[src/rtl/core/tpmd_pkg.sv]
package tpmd_pkg;

  localparam int CORDIC_STEPS_DEF = 16;
  localparam int FRAC_BITS_DEF    = 16;
  localparam int TABLE_BITS       = 24;
  localparam int SAMPLE_W         = 16;
  localparam int GAIN_W           = 16;
  localparam int TARGET_W         = 17;
  localparam int FLOOR_W          = 8;
  localparam int STATE_W          = 32;
  localparam int DER_W            = 41;
  localparam int SUM_W            = 60;
  localparam int WIDE_W           = 48;
  localparam int DEN_W            = 15;
  localparam int CFG_IDX_W        = 3;
  localparam int CFG_DATA_W       = 17;

  localparam logic [DEN_W-1:0] DIV_GYRO  = 15'd26200;
  localparam logic [DEN_W-1:0] DIV_BLEND = 15'd50;
  localparam logic [DEN_W-1:0] DIV_INTEG = 15'd200;

  localparam logic [GAIN_W-1:0]   GAIN_P_RST = 16'd25600;
  localparam logic [GAIN_W-1:0]   GAIN_I_RST = 16'd256;
  localparam logic [GAIN_W-1:0]   GAIN_D_RST = 16'd256;
  localparam logic [FLOOR_W-1:0]  FLOOR_RST  = 8'd5;

  typedef enum logic [CFG_IDX_W-1:0] {
    REG_GAIN_P       = 3'd0,
    REG_GAIN_I       = 3'd1,
    REG_GAIN_D       = 3'd2,
    REG_TARGET_ANGLE = 3'd3,
    REG_PWM_FLOOR    = 3'd4
  } cfg_reg_t;

  typedef enum logic [2:0] {
    ST_IDLE,
    ST_CORDIC,
    ST_GYRO,
    ST_BLEND,
    ST_ERR,
    ST_INTEG,
    ST_MUL,
    ST_OUT
  } tpmd_state_t;

  // atan(2^-i) in degrees, Q8.24
  function automatic logic [31:0] atan_deg_q24(input logic [4:0] i);
    logic [31:0] v;
    case (i)
      5'd0:  v = 32'd754974720;
      5'd1:  v = 32'd445687602;
      5'd2:  v = 32'd235489088;
      5'd3:  v = 32'd119537938;
      5'd4:  v = 32'd60000934;
      5'd5:  v = 32'd30029717;
      5'd6:  v = 32'd15018523;
      5'd7:  v = 32'd7509720;
      5'd8:  v = 32'd3754917;
      5'd9:  v = 32'd1877466;
      5'd10: v = 32'd938734;
      5'd11: v = 32'd469367;
      5'd12: v = 32'd234684;
      5'd13: v = 32'd117342;
      5'd14: v = 32'd58671;
      5'd15: v = 32'd29335;
      5'd16: v = 32'd14668;
      5'd17: v = 32'd7334;
      5'd18: v = 32'd3667;
      5'd19: v = 32'd1833;
      5'd20: v = 32'd917;
      5'd21: v = 32'd458;
      5'd22: v = 32'd229;
      5'd23: v = 32'd115;
      default: v = 32'd0;
    endcase
    return v;
  endfunction

  function automatic logic signed [STATE_W-1:0] sat32(input logic signed [WIDE_W-1:0] v);
    logic signed [WIDE_W-1:0] hi;
    logic signed [WIDE_W-1:0] lo;
    hi = WIDE_W'(32'sh7fffffff);
    lo = -hi - WIDE_W'(1);
    if (v > hi) return hi[STATE_W-1:0];
    if (v < lo) return lo[STATE_W-1:0];
    return v[STATE_W-1:0];
  endfunction

endpackage

[src/rtl/core/tpmd_cordic.sv]
module tpmd_cordic
  import tpmd_pkg::*;
#(
  parameter int CORDIC_STEPS = CORDIC_STEPS_DEF,
  parameter int FRAC_BITS    = FRAC_BITS_DEF
) (
  input  logic                          clk,
  input  logic                          rst_n,
  input  logic                          start,
  input  logic signed [SAMPLE_W-1:0]    ax,
  input  logic signed [SAMPLE_W-1:0]    az,
  output logic                          done,
  output logic signed [FRAC_BITS+9:0]   z
);

  localparam int ZW   = FRAC_BITS + 10;
  localparam int CW   = SAMPLE_W + TABLE_BITS + 3;
  localparam int CNTW = $clog2(CORDIC_STEPS);
  localparam int SH   = TABLE_BITS - FRAC_BITS;
  localparam logic [32:0] HALF = (33'd1 << SH) >> 1;
  localparam logic signed [ZW-1:0] QUARTER = ZW'(90) <<< FRAC_BITS;

  logic signed [CW-1:0] x_r, x_nxt, y_r, y_nxt;
  logic signed [ZW-1:0] z_r, z_nxt;
  logic [CNTW-1:0]      cnt_r, cnt_nxt;
  logic                 busy_r, busy_nxt, done_r, done_nxt, zero_r, zero_nxt;
  logic signed [17:0]   px, py;
  logic signed [ZW-1:0] pz;
  logic [32:0]          ang_full;
  logic signed [ZW-1:0] ang;
  logic signed [CW-1:0] xs, ys;

  always_comb begin
    px = 18'(az);
    py = 18'(ax);
    pz = '0;
    if (az < 0) begin
      if (ax >= 0) begin
        px = 18'(ax);
        py = -18'(az);
        pz = QUARTER;
      end else begin
        px = -18'(ax);
        py = 18'(az);
        pz = -QUARTER;
      end
    end
  end

  assign ang_full = ({1'b0, atan_deg_q24(5'(cnt_r))} + HALF) >> SH;
  assign ang      = signed'(ZW'(ang_full));
  assign xs       = x_r >>> cnt_r;
  assign ys       = y_r >>> cnt_r;

  always_comb begin
    x_nxt    = x_r;
    y_nxt    = y_r;
    z_nxt    = z_r;
    cnt_nxt  = cnt_r;
    busy_nxt = busy_r;
    done_nxt = 1'b0;
    zero_nxt = zero_r;
    if (start) begin
      x_nxt    = CW'(px) <<< TABLE_BITS;
      y_nxt    = CW'(py) <<< TABLE_BITS;
      z_nxt    = pz;
      cnt_nxt  = '0;
      busy_nxt = 1'b1;
      zero_nxt = (ax == 0) && (az == 0);
    end else if (busy_r) begin
      if (!y_r[CW-1]) begin
        x_nxt = x_r + ys;
        y_nxt = y_r - xs;
        z_nxt = z_r + ang;
      end else begin
        x_nxt = x_r - ys;
        y_nxt = y_r + xs;
        z_nxt = z_r - ang;
      end
      cnt_nxt = cnt_r + 1'b1;
      if (cnt_r == CNTW'(CORDIC_STEPS - 1)) begin
        busy_nxt = 1'b0;
        done_nxt = 1'b1;
      end
    end
  end

  always_ff @(posedge clk) begin
    if (!rst_n) begin
      busy_r <= 1'b0;
      done_r <= 1'b0;
    end else begin
      busy_r <= busy_nxt;
      done_r <= done_nxt;
    end
    x_r    <= x_nxt;
    y_r    <= y_nxt;
    z_r    <= z_nxt;
    cnt_r  <= cnt_nxt;
    zero_r <= zero_nxt;
  end

  assign done = done_r;
  assign z    = zero_r ? '0 : z_r;

endmodule

[src/rtl/core/tpmd_div.sv]
module tpmd_div
  import tpmd_pkg::*;
#(
  parameter int NW = 42
) (
  input  logic                 clk,
  input  logic                 rst_n,
  input  logic                 start,
  input  logic signed [NW-1:0] num,
  input  logic [DEN_W-1:0]     den,
  output logic                 done,
  output logic signed [NW-1:0] quo
);

  localparam int CNTW = $clog2(NW);

  logic [NW-1:0]    dvd_r, dvd_nxt;
  logic [DEN_W-1:0] rem_r, rem_nxt, den_r, den_nxt;
  logic [DEN_W:0]   trial;
  logic [CNTW-1:0]  cnt_r, cnt_nxt;
  logic             neg_r, neg_nxt, busy_r, busy_nxt, done_r, done_nxt;
  logic [NW-1:0]    mag;

  // rounds half away from zero: divide |num| + den/2
  assign mag   = (num < 0) ? NW'(-num) : NW'(num);
  assign trial = {rem_r, dvd_r[NW-1]};

  always_comb begin
    dvd_nxt  = dvd_r;
    rem_nxt  = rem_r;
    den_nxt  = den_r;
    cnt_nxt  = cnt_r;
    neg_nxt  = neg_r;
    busy_nxt = busy_r;
    done_nxt = 1'b0;
    if (start) begin
      dvd_nxt  = mag + NW'(den >> 1);
      rem_nxt  = '0;
      den_nxt  = den;
      cnt_nxt  = '0;
      neg_nxt  = num < 0;
      busy_nxt = 1'b1;
    end else if (busy_r) begin
      if (trial >= {1'b0, den_r}) begin
        rem_nxt = DEN_W'(trial - {1'b0, den_r});
        dvd_nxt = {dvd_r[NW-2:0], 1'b1};
      end else begin
        rem_nxt = DEN_W'(trial);
        dvd_nxt = {dvd_r[NW-2:0], 1'b0};
      end
      cnt_nxt = cnt_r + 1'b1;
      if (cnt_r == CNTW'(NW - 1)) begin
        busy_nxt = 1'b0;
        done_nxt = 1'b1;
      end
    end
  end

  always_ff @(posedge clk) begin
    if (!rst_n) begin
      busy_r <= 1'b0;
      done_r <= 1'b0;
    end else begin
      busy_r <= busy_nxt;
      done_r <= done_nxt;
    end
    dvd_r <= dvd_nxt;
    rem_r <= rem_nxt;
    den_r <= den_nxt;
    cnt_r <= cnt_nxt;
    neg_r <= neg_nxt;
  end

  assign done = done_r;
  assign quo  = neg_r ? -signed'(dvd_r) : signed'(dvd_r);

endmodule

[src/rtl/core/tpmd_mul.sv]
module tpmd_mul
  import tpmd_pkg::*;
(
  input  logic                      clk,
  input  logic                      rst_n,
  input  logic                      start,
  input  logic [GAIN_W-1:0]         gain_p,
  input  logic [GAIN_W-1:0]         gain_i,
  input  logic [GAIN_W-1:0]         gain_d,
  input  logic signed [STATE_W-1:0] err,
  input  logic signed [STATE_W-1:0] integ,
  input  logic signed [DER_W-1:0]   deriv,
  output logic                      done,
  output logic signed [SUM_W-1:0]   sum
);

  localparam int CNTW = $clog2(GAIN_W);

  // one bit of each gain per cycle, MSB first
  logic [GAIN_W-1:0]       gp_r, gp_nxt, gi_r, gi_nxt, gd_r, gd_nxt;
  logic signed [SUM_W-1:0] acc_r, acc_nxt, tp, ti, td;
  logic [CNTW-1:0]         cnt_r, cnt_nxt;
  logic                    busy_r, busy_nxt, done_r, done_nxt;

  assign tp = gp_r[GAIN_W-1] ? SUM_W'(err)   : '0;
  assign ti = gi_r[GAIN_W-1] ? SUM_W'(integ) : '0;
  assign td = gd_r[GAIN_W-1] ? SUM_W'(deriv) : '0;

  always_comb begin
    gp_nxt   = gp_r;
    gi_nxt   = gi_r;
    gd_nxt   = gd_r;
    acc_nxt  = acc_r;
    cnt_nxt  = cnt_r;
    busy_nxt = busy_r;
    done_nxt = 1'b0;
    if (start) begin
      gp_nxt   = gain_p;
      gi_nxt   = gain_i;
      gd_nxt   = gain_d;
      acc_nxt  = '0;
      cnt_nxt  = '0;
      busy_nxt = 1'b1;
    end else if (busy_r) begin
      acc_nxt = (acc_r <<< 1) + tp + ti + td;
      gp_nxt  = gp_r << 1;
      gi_nxt  = gi_r << 1;
      gd_nxt  = gd_r << 1;
      cnt_nxt = cnt_r + 1'b1;
      if (cnt_r == CNTW'(GAIN_W - 1)) begin
        busy_nxt = 1'b0;
        done_nxt = 1'b1;
      end
    end
  end

  always_ff @(posedge clk) begin
    if (!rst_n) begin
      busy_r <= 1'b0;
      done_r <= 1'b0;
    end else begin
      busy_r <= busy_nxt;
      done_r <= done_nxt;
    end
    gp_r  <= gp_nxt;
    gi_r  <= gi_nxt;
    gd_r  <= gd_nxt;
    acc_r <= acc_nxt;
    cnt_r <= cnt_nxt;
  end

  assign done = done_r;
  assign sum  = acc_r;

endmodule

[src/rtl/core/tilt_pid_motor_drive_unit.sv]
// One sample at a time: in_stall is high from accept until the result is registered for the
//   output, through the iterative CORDIC, the bit-serial divider (width DNW = max(16+FRAC_BITS, 34)
//   + 2) used three times, and the bit-serial PID multiply-accumulate; a held out_stall delays it.
// Reset (synchronous, rst_n low): controller idle, no result pending, gains and
//   floor to defaults, tilt/integral/previous error zero, seed pending.
module tilt_pid_motor_drive_unit
  import tpmd_pkg::*;
#(
  parameter int CORDIC_STEPS = CORDIC_STEPS_DEF,
  parameter int FRAC_BITS    = FRAC_BITS_DEF
) (
  input  logic                       clk,
  input  logic                       rst_n,
  input  logic                       in_valid,
  output logic                       in_stall,
  input  logic signed [SAMPLE_W-1:0] in_accel_x,
  input  logic signed [SAMPLE_W-1:0] in_accel_z,
  input  logic signed [SAMPLE_W-1:0] in_gyro_y,
  output logic                       out_valid,
  input  logic                       out_stall,
  output logic [15:0]                out_drive_level,
  output logic                       out_forward,
  input  logic                       cfg_valid,
  output logic                       cfg_ready,
  input  logic [CFG_IDX_W-1:0]       cfg_index,
  input  logic [CFG_DATA_W-1:0]      cfg_data
);

  localparam int ZW  = FRAC_BITS + 10;
  localparam int DNW = ((SAMPLE_W + FRAC_BITS) > 34 ? (SAMPLE_W + FRAC_BITS) : 34) + 2;
  localparam int PSH = FRAC_BITS + 8;
  localparam logic signed [WIDE_W-1:0] LIM = WIDE_W'(100) <<< FRAC_BITS;

  tpmd_state_t state_r, state_nxt;

  logic [GAIN_W-1:0]          gain_p_r, gain_i_r, gain_d_r;
  logic signed [TARGET_W-1:0] target_r;
  logic [FLOOR_W-1:0]         floor_r;

  logic signed [SAMPLE_W-1:0] gy_r;
  logic signed [ZW-1:0]       acc_r;
  logic signed [STATE_W-1:0]  tilt_r, esum_r, prev_r, err_r;
  logic signed [DNW-1:0]      s_r;
  logic signed [DER_W-1:0]    deriv_r;
  logic                       seed_r;
  logic                       out_valid_r;
  logic [15:0]                out_drive_level_r;
  logic                       out_forward_r;
  // mul_go_r is set with the integral update and launches the multiply once it has landed
  logic                       mul_go_r;

  logic                       in_acc, out_free;
  logic                       cor_done, div_start, div_done, mul_start, mul_done;
  logic signed [ZW-1:0]       cor_z;
  logic signed [DNW-1:0]      div_num, div_quo, s_c;
  logic [DEN_W-1:0]           div_den;
  logic signed [SUM_W-1:0]    mul_sum;
  logic signed [STATE_W-1:0]  tilt_seed, err_c, integ_c;
  logic signed [WIDE_W-1:0]   isum;
  logic signed [DER_W-1:0]    dd;
  logic [SUM_W-1:0]           mag, floor_lim, pwm_hi;
  logic [7:0]                 pwm;

  assign in_acc    = in_valid && !in_stall;
  assign in_stall  = state_r != ST_IDLE;
  assign out_free  = !out_valid_r || !out_stall;
  assign cfg_ready = 1'b1;

  always_ff @(posedge clk) begin
    if (!rst_n) begin
      gain_p_r <= GAIN_P_RST;
      gain_i_r <= GAIN_I_RST;
      gain_d_r <= GAIN_D_RST;
      target_r <= '0;
      floor_r  <= FLOOR_RST;
    end else if (cfg_valid && cfg_ready) begin
      unique case (cfg_index)
        REG_GAIN_P:       gain_p_r <= cfg_data[GAIN_W-1:0];
        REG_GAIN_I:       gain_i_r <= cfg_data[GAIN_W-1:0];
        REG_GAIN_D:       gain_d_r <= cfg_data[GAIN_W-1:0];
        REG_TARGET_ANGLE: target_r <= signed'(cfg_data);
        REG_PWM_FLOOR:    floor_r  <= cfg_data[FLOOR_W-1:0];
        default: ;
      endcase
    end
  end

  tpmd_cordic #(.CORDIC_STEPS(CORDIC_STEPS), .FRAC_BITS(FRAC_BITS)) u_cordic (
    .clk(clk), .rst_n(rst_n), .start(in_acc),
    .ax(in_accel_x), .az(in_accel_z), .done(cor_done), .z(cor_z)
  );

  tpmd_div #(.NW(DNW)) u_div (
    .clk(clk), .rst_n(rst_n), .start(div_start),
    .num(div_num), .den(div_den), .done(div_done), .quo(div_quo)
  );

  tpmd_mul u_mul (
    .clk(clk), .rst_n(rst_n), .start(mul_start),
    .gain_p(gain_p_r), .gain_i(gain_i_r), .gain_d(gain_d_r),
    .err(err_r), .integ(esum_r), .deriv(deriv_r),
    .done(mul_done), .sum(mul_sum)
  );

  assign tilt_seed = seed_r ? sat32(WIDE_W'(cor_z)) : tilt_r;
  assign s_c       = DNW'(tilt_r) + div_quo;
  assign err_c     = sat32((WIDE_W'(target_r) <<< (FRAC_BITS - 8)) - WIDE_W'(tilt_r));
  assign isum      = WIDE_W'(esum_r) + WIDE_W'(div_quo);
  assign integ_c   = (isum > LIM)  ? STATE_W'(LIM)  :
                     (isum < -LIM) ? STATE_W'(-LIM) : isum[STATE_W-1:0];
  assign dd        = DER_W'(err_r) - DER_W'(prev_r);

  assign mag       = mul_sum[SUM_W-1] ? SUM_W'(-mul_sum) : SUM_W'(mul_sum);
  assign floor_lim = SUM_W'(floor_r) << PSH;
  assign pwm_hi    = mag >> PSH;
  always_comb begin
    if (mag != '0 && mag < floor_lim) pwm = floor_r;
    else if (|pwm_hi[SUM_W-1:8])     pwm = 8'hff;
    else                              pwm = pwm_hi[7:0];
  end

  always_comb begin
    state_nxt = state_r;
    div_start = 1'b0;
    div_num   = '0;
    div_den   = DIV_GYRO;
    mul_start = mul_go_r;
    unique case (state_r)
      ST_IDLE:   if (in_acc) state_nxt = ST_CORDIC;
      ST_CORDIC: begin
        if (cor_done) begin
          div_start = 1'b1;
          div_num   = DNW'(gy_r) <<< FRAC_BITS;
          div_den   = DIV_GYRO;
          state_nxt = ST_GYRO;
        end
      end
      ST_GYRO: begin
        if (div_done) begin
          div_start = 1'b1;
          div_num   = DNW'(acc_r) - s_c;
          div_den   = DIV_BLEND;
          state_nxt = ST_BLEND;
        end
      end
      ST_BLEND:  if (div_done) state_nxt = ST_ERR;
      ST_ERR: begin
        div_start = 1'b1;
        div_num   = DNW'(err_c);
        div_den   = DIV_INTEG;
        state_nxt = ST_INTEG;
      end
      ST_INTEG:  if (div_done) state_nxt = ST_MUL;
      ST_MUL: begin
        // start pulse on entry, then wait for the accumulator
        if (mul_done) state_nxt = ST_OUT;
      end
      ST_OUT:    if (out_free) state_nxt = ST_IDLE;
      default:   state_nxt = ST_IDLE;
    endcase
  end

  always_ff @(posedge clk) begin
    if (!rst_n) begin
      state_r     <= ST_IDLE;
      seed_r      <= 1'b1;
      tilt_r      <= '0;
      esum_r      <= '0;
      prev_r      <= '0;
      out_valid_r <= 1'b0;
      mul_go_r    <= 1'b0;
    end else begin
      state_r  <= state_nxt;
      mul_go_r <= state_r == ST_INTEG && div_done;
      if (state_r == ST_CORDIC && cor_done) begin
        tilt_r <= tilt_seed;
        seed_r <= 1'b0;
      end
      if (state_r == ST_BLEND && div_done) tilt_r <= sat32(WIDE_W'(s_r + div_quo));
      if (state_r == ST_INTEG && div_done) begin
        esum_r <= integ_c;
        prev_r <= err_r;
      end
      if (state_r == ST_OUT && out_free) out_valid_r <= 1'b1;
      else if (!out_stall)               out_valid_r <= 1'b0;
    end
    if (in_acc) gy_r <= in_gyro_y;
    if (state_r == ST_CORDIC && cor_done) acc_r <= cor_z;
    if (state_r == ST_GYRO && div_done) s_r <= s_c;
    if (state_r == ST_ERR) err_r <= err_c;
    if (state_r == ST_INTEG && div_done)
      deriv_r <= (dd <<< 7) + (dd <<< 6) + (dd <<< 3);
    if (state_r == ST_OUT && out_free) begin
      out_drive_level_r <= {pwm, 8'h00};
      out_forward_r     <= !mul_sum[SUM_W-1] && (mul_sum != '0);
    end
  end

  assign out_valid       = out_valid_r;
  assign out_drive_level = out_drive_level_r;
  assign out_forward     = out_forward_r;

  a_integ_bounded: assert property (@(posedge clk) disable iff (!rst_n)
    (WIDE_W'(esum_r) <= LIM) && (WIDE_W'(esum_r) >= -LIM))
    else $error("integral out of clamp range");

  a_accept_starts: assert property (@(posedge clk) disable iff (!rst_n)
    in_acc |=> state_r == ST_CORDIC)
    else $error("accepted sample did not start the CORDIC");

  a_seed_once: assert property (@(posedge clk) disable iff (!rst_n)
    $fell(seed_r) |-> $past(state_r) == ST_CORDIC)
    else $error("seed cleared outside the CORDIC step");

  a_result_src: assert property (@(posedge clk) disable iff (!rst_n)
    $rose(out_valid_r) |-> $past(state_r) == ST_OUT)
    else $error("result raised outside the output step");

endmodule
[config.mk]
export PLATFORM = sky130hd
export DESIGN_NAME = tilt_pid_motor_drive_unit
export DESIGN_NICKNAME = d
export VERILOG_FILES = /design/src/rtl/core/tpmd_pkg.sv /design/src/rtl/core/tpmd_cordic.sv /design/src/rtl/core/tpmd_div.sv /design/src/rtl/core/tpmd_mul.sv /design/src/rtl/core/tilt_pid_motor_drive_unit.sv
export SDC_FILE = /design/constraint.sdc
export NUM_CORES = 2
export LEC_CHECK = 0
export BUFFER_PORTS_ARGS = -buffer_cell sky130_fd_sc_hd__buf_2
export CAP_MARGIN = 20
export CELL_PAD_IN_SITES_DETAIL_PLACEMENT = 0
export CELL_PAD_IN_SITES_GLOBAL_PLACEMENT = 1
export CORE_UTILIZATION = 51
export CTS_CLUSTER_DIAMETER = 100
export DETAILED_ROUTE_END_ITERATION = 7
export GPL_TIMING_DRIVEN = 0
export PLACE_DENSITY = 0.93
export SLEW_MARGIN = 10
export SYNTH_ARGS = -nofsm -noshare
export SYNTH_HDL_FRONTEND = slang
export SYNTH_HIERARCHICAL = 1
export SYNTH_SLANG_ARGS = --single-unit
[constraint.sdc]
create_clock -name clk -period 11.2 [get_ports clk]
set_clock_uncertainty 0.15 [all_clocks]
set_input_delay 1.12 -clock clk [delete_from_list [all_inputs] [get_ports clk]]
set_output_delay 1.12 -clock clk [all_outputs]
set_load 0.05 [all_outputs]
==> results.ini <==
[critical_path]
startpoint=u_div/dvd_r[9]
startpoint_type=register
path_buf_inv=2
slowest_delay_ns=0.65
crit_required_ns=11.49
crit_family=compound AO/OA/AOI/OAI gates
endpoint=u_div/dvd_r[32]
crit_cells=37
reg2reg_to=u_div/dvd_r[32]
cp_max_fo=28
crit_path_top_delay_cell=or4_1
reg2reg_slack_ns=0.54
arrival_ns=10.96
rr_worst_depth=37
critPathKind=reg2reg
r2r_start=u_div/dvd_r[9]
worstSetupEndpointType=register

[pwr]
powerDensity_nw_per_um2=196
max-vdd-ir-drop_uv=226
cellLeakagePower_nw=28.8

[global_route]
grt_use_total_pct=34.6
grt-ovfl-total=0
grt_first_pass_wirelength_um=338000
grt_pass1_vias=56372
grt_max_degree=64
antenna_found_initial=9

[clock_network]
clk_pin_slew_worst_paths_ns=0.06
clock-root-buffer=clkbuf_16
clk_latency_ns=0.70
cts_buffer_depth=3
cts_max_level=3
cts_tree=yes
cts_buffers=81
clock_sinks=663

[timing]
hold_viol=0
finalMaxSlewViolations=0
grt_setup_unrepaired=no
final.period_utilization_pct=95.2
max_freq_mhz=93.8
timing.slew.headroom_pct=17.9
worstMarginPinSlew_ns=1.22
setup_slack_ns=0.536
whs_ns=0.303
period_needed_ns=10.66
tns_ns=0
setup_viol=0

[floorplanning]
dieArea_um2=127000
fp-row-count=129
ios=93
start_util_pct=51.5
dieWidth_um=356
die_h_um=356
core_um2=124000

[logic_synthesis]
yosys.area.top_type=edfxtp_1
synth_edf_count=322
synth_top_area_share_pct=15.1
syn_area_um2=64000
synth.area.top_cells=edfxtp_1 15%, dfxtp_1 11%, ha_1 8.9%
synth-main-ff-cell=dfxtp_1
netlist_instances=7524
ys_ff_latch=663
synth_common_cells=858 x nand2_1, 610 x a21oi_1, 521 x inv_1
synth_cell_types=140
synth-async-reset-ratio_pct=0
ys_seq_area_share_pct=25.8
yosysMostFrequentCell=nand2_1
synth.avg_cell_area_um2=8.50
yosysWarningCount=6

[layout]
finish.utilization_pct=56.4
drive_above_1_share_pct=8.99
instances_no_fill=9453
area_growth_pct=9.41
fin_nets=8434

[place]
dp.cells=9289
place_ws_ns=-1.84
post-dp-hpwl_um=179000
gp_congestion=1.04
port_buffers=81

[min_path]
hold_path.class=reg2reg

[run_status]
violations=design-rule violations
status=finished, violations left

[route]
ant_nets=0
routed_wl_um=224000
drt_iter0_markers=5613
vias=58758
first_pass_iters=8
drt-wirelength-per-cell_um=23.7
viasPerCell=6.22
drc=4

[job]
max_cap_viol_count=0

==> final cells by class <==
type                       instances  area (um^2)
fill                           11420        54100
antenna                            3         7.51
buffer                           346         1690
multi-input combinational       6006        44100
sequential                       663        16500
inverter                         526         1980
clock buffer                      96         2150
timing repair buffer             120          877
clock inverter                    56          636
tap                             1637         2050
==> tightest hold or removal path, cell delays in order, from the launching register on <==
cell     delay, ns
dfxtp_1       0.30
nand2_1       0.05
a21oi_1       0.05
==> worst min path at each step <==
stage,start,end,depth (start not counted)
after global placement,gain_p_r[7],gain_p_r[7],2
after floorplan,esum_r[0],esum_r[0],2
final,prev_r[26],prev_r[26],2
after global routing,gain_d_r[13],gain_d_r[13],2
after CTS,prev_r[18],prev_r[18],2
after detailed placement,prev_r[18],prev_r[18],2
==> state kept, by name (all words and copies together), names as in the netlist, 32 cells and up, named ones only <==
register,cells
deriv_r,38
esum_r,32
u_mul/sum,60
u_cordic/x_r,43
tilt_r,32
u_cordic/y_r,43
s_r,36
prev_r,32
u_div/dvd_r,36
err_r,32
==> report_power, final <==
part	total (mW)	internal, mW	switching, mW	leakage, nW
Combinational	7.69	3.10	4.59	21.6
Clock	2.78	1.61	1.17	1.35
Sequential	3.27	2.88	0.395	5.82
Total	13.7	7.58	6.16	28.8
==> cells in the final DEF (no fill, tap or decap), drive strengths merged, types with 89 or more instances in the layout <==
cell type / count
ha: 457
mux2: 124
xor2: 248
fa: 160
nor2: 504
buf: 219
a21o: 219
clkbuf: 339
o21ai: 447
nand3: 157
inv: 530
xnor2: 367
dfxtp: 341
mux4: 89
edfxtp: 322
a21oi: 613
nor3: 138
nand2: 859
mux2i: 152
nor2b: 98
==> through the flow <==
step | area [um^2] | total power, mW
3_5_place_dp | 66900 | 10.8
4_1_cts | 69800 | 13.6
2_1_floorplan | 64100 | 8.80
5_1_grt | 70000 | 14.5
3_3_place_gp | 66500 | 10.6
6_report | 70000 | 13.7
==> per-layer routing <==
layer  vias to the layer above  share of wire (%)  global-route usage, %
li1                      27615                  -                      -
met1                     28198                 40                   43.4
met2                      2416                 46                   56.6
met3                       523                7.7                   5.60
met4                         6                6.1                   19.1
met5                         -              0.018                      0
==> kinds of logic (layout without fill, tap and decap cells) <==
| group | after synthesis | in the layout | synth area share, % |
|---|---|---|---|
| XOR/XNOR | 616 | 616 | 8.45 |
| AO/OA/AOI/OAI | 2081 | 2081 | 21.0 |
| flip-flops | 663 | 663 | 25.8 |
| buffers and inverters | 875 | 1144 | 5.71 |
| AND/OR/NAND/NOR | 2299 | 2299 | 17.2 |
| adder cells (fa/ha/maj) | 623 | 623 | 14.0 |
| other | 2 | 25 | 0.0117 |
| multiplexers | 365 | 365 | 7.82 |
==> timing repair <==
action,in CTS,in global routing
gates resized for setup,22,19
pin swaps,3,2
hold buffers,0,0
setup endpoints to repair,34,25
setup buffers,3,5
No activity file was read; power rests on OpenSTA's default activity.
